==> src/rtl/core/ibm_pkg.sv <==
`timescale 1ns / 1ps
// ----------------------------------------------------------------------------
// ibm_pkg: shared types and constants for the IoU best-match gate
// Box and command types, fixed widths and the beat layout of both streams.
// ----------------------------------------------------------------------------
package ibm_pkg;

    // Table size and coordinate width
    localparam int SLOTS        = 16;
    localparam int SLOT_W       = $clog2(SLOTS);
    localparam int COORD_BITS   = 12;
    localparam int END_W        = COORD_BITS + 1;
    localparam int AREA_W       = 2 * COORD_BITS;
    localparam int UNI_W        = AREA_W + 1;
    localparam int PROD_W       = AREA_W + UNI_W;

    // Threshold register, units of 1/256
    localparam int THR_W        = 9;
    localparam int FRAC_BITS    = 8;
    localparam int SCALED_W     = AREA_W + FRAC_BITS;
    localparam int THR_PROD_W   = THR_W + UNI_W;
    localparam logic [THR_W-1:0] THR_RESET = THR_W'(128);

    // Slot field width on both streams
    localparam int FIELD_SLOT_W = 4;

    // Input beat layout (tdata), lowest field first
    localparam int TD_SLOT_LSB   = 0;
    localparam int TD_LEFT_LSB   = TD_SLOT_LSB + FIELD_SLOT_W;
    localparam int TD_TOP_LSB    = TD_LEFT_LSB + COORD_BITS;
    localparam int TD_WIDTH_LSB  = TD_TOP_LSB + COORD_BITS;
    localparam int TD_HEIGHT_LSB = TD_WIDTH_LSB + COORD_BITS;
    localparam int TD_ACTIVE_BIT = TD_HEIGHT_LSB + COORD_BITS;
    localparam int S_TDATA_W     = ((TD_ACTIVE_BIT + 1 + 7) / 8) * 8;
    localparam int M_TDATA_W     = 8;

    // Command queue between front and back
    localparam int QUEUE_DEPTH  = 4;
    localparam int Q_PTR_W      = $clog2(QUEUE_DEPTH);
    localparam int Q_CNT_W      = $clog2(QUEUE_DEPTH + 1);

    // Cycles from the last slot issue to its decision
    localparam int DRAIN_CYCLES = 5;
    localparam int DRAIN_W      = $clog2(DRAIN_CYCLES);

    typedef enum logic {
        OP_WRITE = 1'b0,
        OP_QUERY = 1'b1
    } op_t;

    typedef struct packed {
        logic [COORD_BITS-1:0] left;
        logic [COORD_BITS-1:0] top;
        logic [COORD_BITS-1:0] width;
        logic [COORD_BITS-1:0] height;
    } box_t;

    typedef struct packed {
        op_t               op;
        logic              in_range;
        logic [SLOT_W-1:0] slot;
        box_t              box;
        logic              active;
    } cmd_t;

    // Packed so that the lowest bit is below_threshold
    typedef struct packed {
        logic [FIELD_SLOT_W-1:0] best_slot;
        logic                    any_match;
        logic                    below_threshold;
    } res_t;

    typedef enum logic [2:0] {
        ST_IDLE,
        ST_WALK,
        ST_DRAIN,
        ST_THR,
        ST_DONE
    } back_state_t;

endpackage

==> src/rtl/core/ibm_cmd_queue.sv <==
`timescale 1ns / 1ps
// ----------------------------------------------------------------------------
// ibm_cmd_queue: short command queue between front and back
// Circular buffer of classified commands; the head is shown combinationally.
// ----------------------------------------------------------------------------
module ibm_cmd_queue
    import ibm_pkg::*;
(
    input  logic clk,
    input  logic rst_n,
    input  logic push_valid,
    output logic push_ready,
    input  cmd_t push_cmd,
    output logic pop_valid,
    input  logic pop_ready,
    output cmd_t pop_cmd
);

    cmd_t               entry_reg [QUEUE_DEPTH];
    logic [Q_PTR_W-1:0] wr_ptr_reg;
    logic [Q_PTR_W-1:0] rd_ptr_reg;
    logic [Q_CNT_W-1:0] count_reg;
    logic               push;
    logic               pop;

    assign push_ready = (count_reg != Q_CNT_W'(QUEUE_DEPTH));
    assign pop_valid  = (count_reg != '0);
    assign push       = push_valid && push_ready;
    assign pop        = pop_valid && pop_ready;
    assign pop_cmd    = entry_reg[rd_ptr_reg];

    // Advance pointers and occupancy
    always_ff @(posedge clk or negedge rst_n)
    begin
        if (!rst_n)
        begin
            wr_ptr_reg <= '0;
            rd_ptr_reg <= '0;
            count_reg  <= '0;
        end
        else
        begin
            if (push)
            begin
                wr_ptr_reg <= Q_PTR_W'(wr_ptr_reg + 1'b1);
            end
            if (pop)
            begin
                rd_ptr_reg <= Q_PTR_W'(rd_ptr_reg + 1'b1);
            end
            if (push && !pop)
            begin
                count_reg <= Q_CNT_W'(count_reg + 1'b1);
            end
            else if (pop && !push)
            begin
                count_reg <= Q_CNT_W'(count_reg - 1'b1);
            end
        end
    end

    // Store the pushed command
    always_ff @(posedge clk)
    begin
        if (push)
        begin
            entry_reg[wr_ptr_reg] <= push_cmd;
        end
    end

endmodule

==> config.mk <==
export PLATFORM = sky130hd
export DESIGN_NAME = ibm_cmd_queue
export DESIGN_NICKNAME = d
export VERILOG_FILES = /design/src/rtl/core/ibm_pkg.sv /design/src/rtl/core/ibm_cmd_queue.sv
export SDC_FILE = /design/constraint.sdc
export NUM_CORES = 1
export LEC_CHECK = 0
export ABC_CLOCK_PERIOD_IN_PS = 2400
export BUFFER_PORTS_ARGS = -buffer_cell sky130_fd_sc_hd__clkbuf_2
export CAP_MARGIN = 20
export CORE_ASPECT_RATIO = 1.75
export CORE_MARGIN = 2
export CORE_UTILIZATION = 32
export CTS_BUF_LIST = sky130_fd_sc_hd__clkbuf_8
export DETAILED_ROUTE_END_ITERATION = 10
export PLACE_DENSITY_LB_ADDON = 0.05
export REMOVE_ABC_BUFFERS = 1
export SLEW_MARGIN = 10
export SYNTH_ARGS = -nofsm -noshare
export SYNTH_HDL_FRONTEND = slang
export SYNTH_SLANG_ARGS = --single-unit
==> constraint.sdc <==
create_clock -name clk -period 2.4 [get_ports clk]
set_input_delay 0.24 -clock clk [delete_from_list [all_inputs] [get_ports clk]]
set_output_delay 0.24 -clock clk [all_outputs]
set_load 0.05 [all_outputs]
==> summary.md <==
| Metric | Value |
|---|---|
| Die area | 27400 um^2 |
| Hpwl dp | 10.1 mm |
| Gr ovfl total | 0 |
| Final-report hold violation count | 0 |
| Relative slew slack | 0.735 |
| Pwr Total | 14.3 mW |
| Synth top area share | 0.792 |
| Die Y | 218 um |
| Largest register FFs | 220 |
| Combinational Power Share | 0.415 |
| Leak | 3.75 nW |
| Worst setup EP type | primary output |
| Distinct cells, synth | 19 |
| Worst EP required | 2.16 ns |
| Fin crit period | 2.29 ns |
| Die X | 126 um |
| Most frequent cells in the layout | 220 x edfxtp_1, 114 x clkbuf_2, 57 x dlygate4sd3_1 |
| Tcrit/Tclk final | 0.954 |
| Buffers on Ports | 115 |
| Number of global-route vias before repair | 4673 |
| DR iter-0 viols | 181 |
| Setup-failing EPs final | 0 |
| Area leader, netlist | edfxtp_1 |
| Drt pass-1 iters | 4 |
| Sequential area share after synthesis | 0.813 |
| Max-slew violation count | 0 |
| Area grow syn2layout | 28.0% |
| Ys Warns | 0 |
| Clock power share | 0.204 |
| Cells after Synth | 322 |
| Initial antenna violation count | 0 |
| Commonest non-fill, non-tap cell in the layout | edfxtp_1 |
| Sw frac | 0.397 |
| Switching power | 5.68 mW |
| Clock Sinks | 227 |
| Crit path arrival time | 2.05 ns |
| Initial core utilization | 0.324 |
| Outcome | completed |
| Largest net degree at the start of global routing | 56 |
| Placeable Area | 25800 um^2 |
| Routability congestion estimate | 0.661 |
| Peak supply drop | 0.679 mV |
| Max Buffers Root-to-Sink | 3 |
| Vias per cell | 4.61 |
| CTS tree | done |
| Root Driver | clkbuf_8 |
| Setup crit start kind | flop |
| Pwr dens | 1340 nW/um^2 |
| Power Internal | 8.62 mW |
| # DRC | 0 |
| Place WS | 0.299 ns |
| Overall Global Routing Usage | 0.132 |
| Number of diodes | 0 |
| DRT antenna net count | 0 |
| Final setup margin | 0.111 ns |
| Hold Path Class | primary input to asynchronous set/reset pin |
| Worst-margin pin slew | 0.398 ns |
| Top cells by area, synth | edfxtp_1 79%, mux4_2 15%, dfrtp_1 2.1% |
| Post-Route WL | 17.5 mm |
| Worst Skew | 0.0160 ns |
| Max-cap viol count | 0 |
| Via Count | 4031 |
| Postcts setup bufs | 0 |
| CP Class | flop to primary output |
| # H-tree levels | 2 |
| RSZ-0062 raised after global routing | no |
| Synth Register Bits | 227 |
| Sequential cell fraction of total power | 0.382 |
| Fmax achieved | 437 MHz |
| Critical Path Fanout Max | 22 |
| Minimum hold slack | 0.0769 ns |
| Final net count | 597 |
| Layout cells sized above 1 | 0.422 |
| Clk Latency, worst-skew pair | 0.52 ns |
| # rows | 78 |
| Top Ports | 116 |
| Clock slew at reported path FFs | 0.06 ns |
| Drt wl/cell | 20.0 um |
| Total CTS buffers | 36 |
| Cell Area, Synth | 8340 um^2 |
| Synthesized area per cell | 25.9 um^2 |
| First-pass GRT wire length | 27.0 mm |
==> critical path: stages, from the launching register on <==
cell and delay [ns]:
dfrtp_4 0.47, buf_12 0.24, mux4_2 0.56, clkbuf_2 0.26
==> per-layer routing <==
metal / track usage / vias to the layer above / wire length, um
li1: - / 1797 / -
met3: 0.0326 / 34 / 774
met5: 0 / - / 0
met1: 0.144 / 2101 / 6590
met2: 0.244 / 99 / 9660
met4: 0.0524 / 0 / 479
==> through the flow <==
step / area (um^2) / util / std cells / setup TNS (ns)
floorplan: 8250 / - / 310 / -72.97
global placement: 9470 / 0.368 / 757 / 0
detailed placement: 9470 / 0.368 / 757 / 0
CTS: 10700 / 0.414 / 875 / 0
global route: 10700 / 0.414 / 875 / 0
finish: 10700 / 0.414 / 875 / 0
==> kinds of logic (layout without fill, tap and decap cells) <==
group	after synthesis	after routing	synth area share
AOI/OAI and AO/OA	1	1	0.00135
xor gates and xnor gates	6	6	0.00630
adders and majority gates	6	6	0.00990
buffers and inverters	15	248	0.0120
DFF	227	227	0.813
muxes	57	57	0.151
and+or+nand+nor	10	10	0.00615
==> final cells by class <==
type,count,area [um^2]
Sequential cell,227,6790
Clock buffer,39,537
Clock inverter,22,91.3
Fill cell,2359,15100
Timing Repair Buffer,184,1380
Multi-Input combinational cell,80,1470
Tap cell,320,400
Inverter,3,11.3
==> final timing paths <==
kind                       depth (start not counted)                        end                       from  slack (ns)
setup / recovery                                   3                pop_cmd[25]  rd_ptr_reg[0]$_DFFE_PN0P_        0.11
hold / removal                                     2   count_reg[0]$_DFFE_PN0P_                      rst_n        0.08
setup reg to reg                                   8   count_reg[2]$_DFFE_PN0P_   count_reg[1]$_DFFE_PN0P_        0.28
hold reg to reg                                    1   count_reg[2]$_DFFE_PN0P_   count_reg[2]$_DFFE_PN0P_        0.54
max in group asynchronous                          2  rd_ptr_reg[0]$_DFFE_PN0P_                      rst_n        2.12
min in group clk                                   3  wr_ptr_reg[0]$_DFFE_PN0P_                 push_valid        0.19
==> cell usage after synthesis (all sizes together) <==
cell type and n:
mux2 2, buf 11, inv 3, fa 1
nor2 2, ha 5, mux4 55, nand3 1
xor2 2, xnor2 4, a21boi 1, nand2 2
edfxtp 220, dfrtp 7, and2 4, or3 1
clkbuf 1
==> power by group through the flow <==
stage                     clock network (mW)  logic, mW  registers (mW)
final                                   2.91       5.93            5.46
after detailed placement                   0       6.02            5.55
after global routing                    3.22       6.31            5.53
after global placement                     0       6.00            5.50
after CTS                               3.06       6.12            5.47
after floorplan                            0       4.00            5.82
==> repair_timing <==
action | in CTS | in global routing
hold endpoints to repair | 228 | 0
endpoints found under the setup margin | 0 | 1
gates resized for setup | 0 | 2
hold buffers | 57 | 0
No activity file was read; power rests on OpenSTA's default activity.
