$ cat src/rtl/core/ibm_pkg.sv
`timescale 1ns / 1ps
// ----------------------------------------------------------------------------
// ibm_pkg: shared types and constants for the IoU best-match gate
// Box and command types, fixed widths and the beat layout of both streams.
// ----------------------------------------------------------------------------
package ibm_pkg;

    // Table size and coordinate width
    localparam int SLOTS        = 16;
    localparam int SLOT_W       = $clog2(SLOTS);
    localparam int COORD_BITS   = 12;
    localparam int END_W        = COORD_BITS + 1;
    localparam int AREA_W       = 2 * COORD_BITS;
    localparam int UNI_W        = AREA_W + 1;
    localparam int PROD_W       = AREA_W + UNI_W;

    // Threshold register, units of 1/256
    localparam int THR_W        = 9;
    localparam int FRAC_BITS    = 8;
    localparam int SCALED_W     = AREA_W + FRAC_BITS;
    localparam int THR_PROD_W   = THR_W + UNI_W;
    localparam logic [THR_W-1:0] THR_RESET = THR_W'(128);

    // Slot field width on both streams
    localparam int FIELD_SLOT_W = 4;

    // Input beat layout (tdata), lowest field first
    localparam int TD_SLOT_LSB   = 0;
    localparam int TD_LEFT_LSB   = TD_SLOT_LSB + FIELD_SLOT_W;
    localparam int TD_TOP_LSB    = TD_LEFT_LSB + COORD_BITS;
    localparam int TD_WIDTH_LSB  = TD_TOP_LSB + COORD_BITS;
    localparam int TD_HEIGHT_LSB = TD_WIDTH_LSB + COORD_BITS;
    localparam int TD_ACTIVE_BIT = TD_HEIGHT_LSB + COORD_BITS;
    localparam int S_TDATA_W     = ((TD_ACTIVE_BIT + 1 + 7) / 8) * 8;
    localparam int M_TDATA_W     = 8;

    // Command queue between front and back
    localparam int QUEUE_DEPTH  = 4;
    localparam int Q_PTR_W      = $clog2(QUEUE_DEPTH);
    localparam int Q_CNT_W      = $clog2(QUEUE_DEPTH + 1);

    // Cycles from the last slot issue to its decision
    localparam int DRAIN_CYCLES = 5;
    localparam int DRAIN_W      = $clog2(DRAIN_CYCLES);

    typedef enum logic {
        OP_WRITE = 1'b0,
        OP_QUERY = 1'b1
    } op_t;

    typedef struct packed {
        logic [COORD_BITS-1:0] left;
        logic [COORD_BITS-1:0] top;
        logic [COORD_BITS-1:0] width;
        logic [COORD_BITS-1:0] height;
    } box_t;

    typedef struct packed {
        op_t               op;
        logic              in_range;
        logic [SLOT_W-1:0] slot;
        box_t              box;
        logic              active;
    } cmd_t;

    // Packed so that the lowest bit is below_threshold
    typedef struct packed {
        logic [FIELD_SLOT_W-1:0] best_slot;
        logic                    any_match;
        logic                    below_threshold;
    } res_t;

    typedef enum logic [2:0] {
        ST_IDLE,
        ST_WALK,
        ST_DRAIN,
        ST_THR,
        ST_DONE
    } back_state_t;

endpackage

$ cat src/rtl/core/ibm_front.sv
`timescale 1ns / 1ps
// ----------------------------------------------------------------------------
// ibm_front: input beat acceptance and classification
// Unpacks a beat, decodes the operation and the slot range check, and holds
// the classified command in a register until the queue takes it.
// ----------------------------------------------------------------------------
module ibm_front
    import ibm_pkg::*;
(
    input  logic                 clk,
    input  logic                 rst_n,
    input  logic                 s_tvalid,
    output logic                 s_tready,
    // slot[3:0], box_left, box_top, box_width, box_height, slot_active, zero pad
    input  logic [S_TDATA_W-1:0] s_tdata,
    // operation
    input  logic [0:0]           s_tuser,
    output logic                 cmd_valid,
    input  logic                 cmd_ready,
    output cmd_t                 cmd
);

    logic                    cmd_valid_reg;
    cmd_t                    cmd_reg;
    cmd_t                    cmd_next;
    logic [FIELD_SLOT_W-1:0] slot_fld;
    logic                    s_accept;

    // Take a beat when the holding register is empty or draining
    assign s_tready = !cmd_valid_reg || cmd_ready;
    assign s_accept = s_tvalid && s_tready;

    // Classify the beat
    always_comb
    begin
        slot_fld            = s_tdata[TD_SLOT_LSB +: FIELD_SLOT_W];
        cmd_next.op         = op_t'(s_tuser[0]);
        cmd_next.in_range   = ((SLOT_W + 1)'(slot_fld) < (SLOT_W + 1)'(SLOTS));
        cmd_next.slot       = slot_fld[SLOT_W-1:0];
        cmd_next.box.left   = s_tdata[TD_LEFT_LSB +: COORD_BITS];
        cmd_next.box.top    = s_tdata[TD_TOP_LSB +: COORD_BITS];
        cmd_next.box.width  = s_tdata[TD_WIDTH_LSB +: COORD_BITS];
        cmd_next.box.height = s_tdata[TD_HEIGHT_LSB +: COORD_BITS];
        cmd_next.active     = s_tdata[TD_ACTIVE_BIT];
    end

    // Hold the valid flag
    always_ff @(posedge clk or negedge rst_n)
    begin
        if (!rst_n)
        begin
            cmd_valid_reg <= 1'b0;
        end
        else if (s_accept)
        begin
            cmd_valid_reg <= 1'b1;
        end
        else if (cmd_ready)
        begin
            cmd_valid_reg <= 1'b0;
        end
    end

    // Capture the classified command
    always_ff @(posedge clk)
    begin
        if (s_accept)
        begin
            cmd_reg <= cmd_next;
        end
    end

    assign cmd_valid = cmd_valid_reg;
    assign cmd       = cmd_reg;

endmodule

$ cat config.mk
export PLATFORM = sky130hd
export DESIGN_NAME = ibm_front
export DESIGN_NICKNAME = d
export VERILOG_FILES = /design/src/rtl/core/ibm_pkg.sv /design/src/rtl/core/ibm_front.sv
export SDC_FILE = /design/constraint.sdc
export NUM_CORES = 1
export LEC_CHECK = 0
export ABC_AREA = 1
export BUFFER_PORTS_ARGS = -buffer_cell sky130_fd_sc_hd__buf_2
export CAP_MARGIN = 20
export CORE_MARGIN = 5
export CORE_UTILIZATION = 40
export DETAILED_ROUTE_END_ITERATION = 16
export PLACE_DENSITY_LB_ADDON = 0.05
export SYNTH_ARGS = -nofsm -noshare
export SYNTH_HDL_FRONTEND = slang
export SYNTH_SLANG_ARGS = --single-unit
$ cat constraint.sdc
create_clock -name clk -period 3.95 [get_ports clk]
set_clock_uncertainty 0.1 [all_clocks]
set_input_delay 0.5925 -clock clk [delete_from_list [all_inputs] [get_ports clk]]
set_output_delay 0.5925 -clock clk [all_outputs]
set_load 0.02 [all_outputs]
==> flow_summary.toml, run 1 <==
[worst_setup_path]
end_kind = "flip-flop"
rrSetupSlack_ns = 1.96
rr_worst_depth = 2
start_kind = "flip-flop"
crit_required_ns = 3.82
critical_path_class = "reg -> reg"
critical_path_arrival_ns = 1.86
timing.rr.end = "cmd[24]$_DFFE_PP_"
r2r-start = "cmd_valid$_DFFE_PN0P_"
cp_max_fo = 30

[layout]
drive_gt1_share_pct = 66.3
num-fill-cells = 342
fin_nets = 244
multiInputGateArea_um2 = 27.5
largest_reg_flops = 54
area_growth_pct = 43.8
ff_latch_area_mm2 = 0.00165
num_antenna_cells = 0
layout_commonest_cell = "buf_2"
mostFrequentLayoutCells = "buf_2, edfxtp_1, clkbuf_8, inv_1, nand2_1"

[logic_synthesis]
synth_top_family_by_area = "buffers and inverters"
synth_nets = 123
ys_types = 7
synth_compound_area_share_pct = 0.298
yosysTopAreaCell = "edfxtp_1"
synth.top_cell.area_share_pct = 96.6
synthSimpleGateAreaFrac_pct = 0.447
synth_fa_ha_area_share_pct = 0
netlist_area_mm2 = 0.00168
synthMuxAreaShare_pct = 0
yosys-top-cells-area = "edfxtp_1, dfrtp_1, buf_4"
synth_warnings = 0
synth_area_per_cell_um2 = 27.1
synthCells = 62
synth_seq_cells = 55
yosysSeqAreaShare_pct = 98.1
synth_xor_area_share_pct = 0

[floorplan]
ios = 118
fp-row-count = 23
core-area_mm2 = 0.00403
initial_core_util_pct = 41.6
die_w_um = 74.8
die_h_um = 74.8
die-area_mm2 = 0.00559

[clock_tree]
cts_tree = "done"
cts_resized = 0
cts.clk_slew.worst_paths_ns = 0.09
h-tree-depth = 2
ctsLongestPathBuffers = 2
clk_latency_ns = 0.29
cts_root_buf = "clkbuf_8"
cts-buffers-inserted = 5
postCtsSetupRepairBufs = 0
ctsHoldBuffers = 1
clock-sinks = 55

[routing]
ant_nets = 0
drt_wl_total_um = 3520
first_iter_violations = 64
drc = 0
routed_via_density = 4.32
firstDrtPassIters = 3
detail_route.wl_per_cell_um = 15.0
vias = 1011

[timing]
setup_viol = 0
setup_tns_ns = 0
rsz0062_at_grt = "no"
fin_crit_sh_pct = 50.5
hold_viol = 0
tightest_slew_ns = 0.771
max_freq_ghz = 0.502
hold_ws_ns = 0.365
final_max_slew_viol_count = 0
maxSlewHeadroom_pct = 48.5
worst_slack_ns = 1.96
fin_crit_ns = 1.99

[min_path]
whs_path_depth = 1
hold_path_end = "cmd[23]$_DFFE_PP_"
holdCritPathClass = "in -> reg"
hp-start = "s_tdata[38]"

[placed_design]
pre_cts_ws_ns = 1.64
dpl.hpwl_um = 2830
place.gp.congestion = 0.654
portBuffers = 113

[grt]
gr-usage-all-layers_pct = 12.4
antenna_found_initial = 0
grt_pass1_vias = 1078
gr-total-overflow = 0
grt_pass1_wl_um = 4920
grt_max_degree = 31

[power_and_ir_drop]
leakagePower_nw = 1.04
irDropWorstVdd_v = 0.000244
total_power_mw = 1.09
power.density_mw_per_mm2 = 451

[run]
drv_cap = 0

[status]
outcome = "complete, no violations"
## metrics by stage
| step | std cells | util (%) | cell area, um^2 |
|---|---|---|---|
| 2_1_floorplan | 62 | - | 1680 |
| 3_3_place_gp | 225 | 57.5 | 2320 |
| 3_5_place_dp | 225 | 57.5 | 2320 |
| 4_1_cts | 234 | 59.9 | 2410 |
| 5_1_grt | 234 | 59.9 | 2410 |
| 6_report | 234 | 59.9 | 2410 |
## how the worst max path moves through the flow
stage                           from                 to  cells after the start
3_3_place_gp               cmd_ready  cmd[11]$_DFFE_PP_                      4
4_1_cts        cmd_valid$_DFFE_PN0P_  cmd[28]$_DFFE_PP_                      2
2_1_floorplan               s_tvalid   cmd[0]$_DFFE_PP_                      2
3_5_place_dp               cmd_ready  cmd[11]$_DFFE_PP_                      4
5_1_grt        cmd_valid$_DFFE_PN0P_  cmd[28]$_DFFE_PP_                      2
6_report       cmd_valid$_DFFE_PN0P_  cmd[24]$_DFFE_PP_                      2
## per-layer routing
metal / global-route usage (%) / up-vias / routed length, um
met5: 0 / - / 0
met4: 7.11 / 0 / 37
met3: 5.07 / 4 / 503
met2: 22.4 / 65 / 1870
met1: 11.8 / 465 / 1100
li1: - / 477 / -
## where the power goes
group          switching (mW)  internal (mW)  leakage, nW
logic                  0.0738         0.0420        0.475
clock network           0.163          0.124       0.0412
registers             0.00744          0.679        0.525
total                   0.244          0.845         1.04
## cell usage after synthesis
cell type / number
edfxtp_1: 54
a21oi_1: 1
conb_1: 1
dfrtp_1: 1
nand2_1: 2
buf_4: 1
inv_1: 2
## cells by family after synthesis
| kind of cell | after synthesis |
|---|---|
| flops | 55 |
| buf+inv | 3 |
| simple gates | 2 |
| compound gates | 1 |
| other cells | 1 |
## critical path, stage by stage, from the launching register on
cell     delay (ns)
dfrtp_1        0.43
a21oi_4        0.65
buf_4          0.47
## layout make-up
cell class,instances,area share [%]
well taps,50,2.59
clock buffers,6,3.01
clock inverters,2,0.519
flip-flops and latches,55,68.3
inverters,2,0.311
repair buffers,115,24.2
multi-input cells,4,1.14
(Power assumes the default switching activity.)
==> inputs of run 2 (changes only) <==
--- a/config.mk
+++ b/config.mk
@@ -9,7 +9,7 @@
 export BUFFER_PORTS_ARGS = -buffer_cell sky130_fd_sc_hd__buf_2
 export CAP_MARGIN = 20
 export CORE_MARGIN = 5
-export CORE_UTILIZATION = 40
+export CORE_UTILIZATION = 36
 export DETAILED_ROUTE_END_ITERATION = 16
 export PLACE_DENSITY_LB_ADDON = 0.05
 export SYNTH_ARGS = -nofsm -noshare
==> constraint.sdc (replaced) <==
create_clock -name clk -period 1.74 [get_ports clk]
set_clock_uncertainty 0.1 [all_clocks]
set_input_delay 0.261 -clock clk [delete_from_list [all_inputs] [get_ports clk]]
set_output_delay 0.261 -clock clk [all_outputs]
set_load 0.02 [all_outputs]
==> flow_summary.toml, run 2 (same netlist as run 1, synthesis figures left out) <==
[grt]
gr-total-overflow = 0
gr-usage-all-layers_pct = 11.3
grt_pass1_vias = 1067
antenna_found_initial = 0
grt_pass1_wl_um = 5190
grt_max_degree = 29

[layout]
layout_commonest_cell = "buf_2"
num_antenna_cells = 0
fin_area_mm2 = 0.00249
mostFrequentLayoutCells = "buf_2, edfxtp_1, clkbuf_8, dlygate4sd3_1"
fin_nets = 248
ff_latch_area_mm2 = 0.00165
fin_cells = 240
drive_gt1_share_pct = 66.0
multiInputGateArea_um2 = 27.5
largest_reg_flops = 54
area_growth_pct = 48.3
num-fill-cells = 383
fin_util_pct = 56.0

[timing]
final_max_slew_viol_count = 0
setup_tns_ns = 0
rsz0062_at_grt = "no"
hold_viol = 0
worst_slack_ns = 0.344
hold_ws_ns = 0.0333
fin_crit_ns = 1.40
max_freq_ghz = 0.717
setup_viol = 0
fin_crit_sh_pct = 80.2

[power_and_ir_drop]
total_power_mw = 2.62
power.density_mw_per_mm2 = 1050
leakagePower_nw = 1.08
irDropWorstVdd_v = 0.000542

[placed_design]
portBuffers = 113
postPlaceCellArea_mm2 = 0.00234
place.gp.congestion = 0.662
pre_cts_ws_ns = 0.326
placed_cells = 228

[clock_tree]
postCtsSetupRepairBufs = 0
clk_latency_ns = 0.29
clock-sinks = 55
ctsHoldBuffers = 1
cts-buffers-inserted = 5
cts_resized = 0
cts_root_buf = "clkbuf_8"
h-tree-depth = 2
cts_tree = "done"
ctsLongestPathBuffers = 2
cts.clk_slew.worst_paths_ns = 0.09

[routing]
drt_wl_total_um = 3550
vias = 1031
firstDrtPassIters = 3
detail_route.wl_per_cell_um = 14.8
drc = 0
routed_via_density = 4.30
first_iter_violations = 81
ant_nets = 0

[floorplan]
die-area_mm2 = 0.00613
initial_core_util_pct = 37.8
die_w_um = 78.3
core-area_mm2 = 0.00444
die_h_um = 78.3
ios = 118
fp-row-count = 24

[worst_setup_path]
end_kind = "flip-flop"
cp_max_fo = 28
critical_path_class = "reg -> reg"
start_kind = "flip-flop"
critical_path_arrival_ns = 1.26
crit_required_ns = 1.60

[run]
drv_cap = 0

[min_path]
holdCritPathClass = "in -> reg"

[status]
outcome = "complete, no violations"
run 2: changes by cell type in the layout (fill, tap and decap cells not counted), sizes merged:
| cell | change |
|---|---|
| dlygate4sd3 | +3 |
| clkinvlp | -1 |
| buf | +1 |
| clkbuf | -1 |
| clkinv | +1 |
| bufinv | +1 |
run 2: area by class of cell:
class                      count  share of cell area (%)
clock buffer                   5                    2.77
clock inverter                 3                    1.56
inverter                       2                   0.302
multi-input combinational      4                    1.11
sequential                    55                    66.2
tap                           52                    2.61
timing repair buffer         119                    25.4
run 2: worst max-delay path, stage by stage (launching register included):
cell,delay (ns)
dfrtp_2,0.44
a21oi_4,0.16
buf_4,0.36
run 2: routing by layer:
layer  vias to the layer above  part of all wire, %  global-route usage (%)
met2                        68                   52                    20.1
met5                         -                    0                       0
met1                       469                   33                    10.7
li1                        485                    -                       -
met4                         0                  2.0                    4.37
met3                         9                   13                    6.52
run 2: report_power, final:
group	switching (mW)	internal (mW)	total (mW)
logic	0.170	0.106	0.276
registers	0.0160	1.54	1.56
clock network	0.365	0.421	0.786
total	0.551	2.07	2.62
run 2: worst paths after layout:
kind | slack, ns | endpoint | start | depth (start not counted)
setup / recovery | 0.34 | cmd[17]$_DFFE_PP_ | cmd_valid$_DFFE_PN0P_ | 2
hold / removal | 0.03 | cmd[11]$_DFFE_PP_ | s_tdata[50] | 1
setup reg to reg | 0.34 | cmd[17]$_DFFE_PP_ | cmd_valid$_DFFE_PN0P_ | 2
hold reg to reg | 0.45 | cmd_valid$_DFFE_PN0P_ | cmd_valid$_DFFE_PN0P_ | 2
max in group asynchronous | 1.28 | cmd_valid$_DFFE_PN0P_ | rst_n | 2
min in group asynchronous | 0.17 | cmd_valid$_DFFE_PN0P_ | rst_n | 2
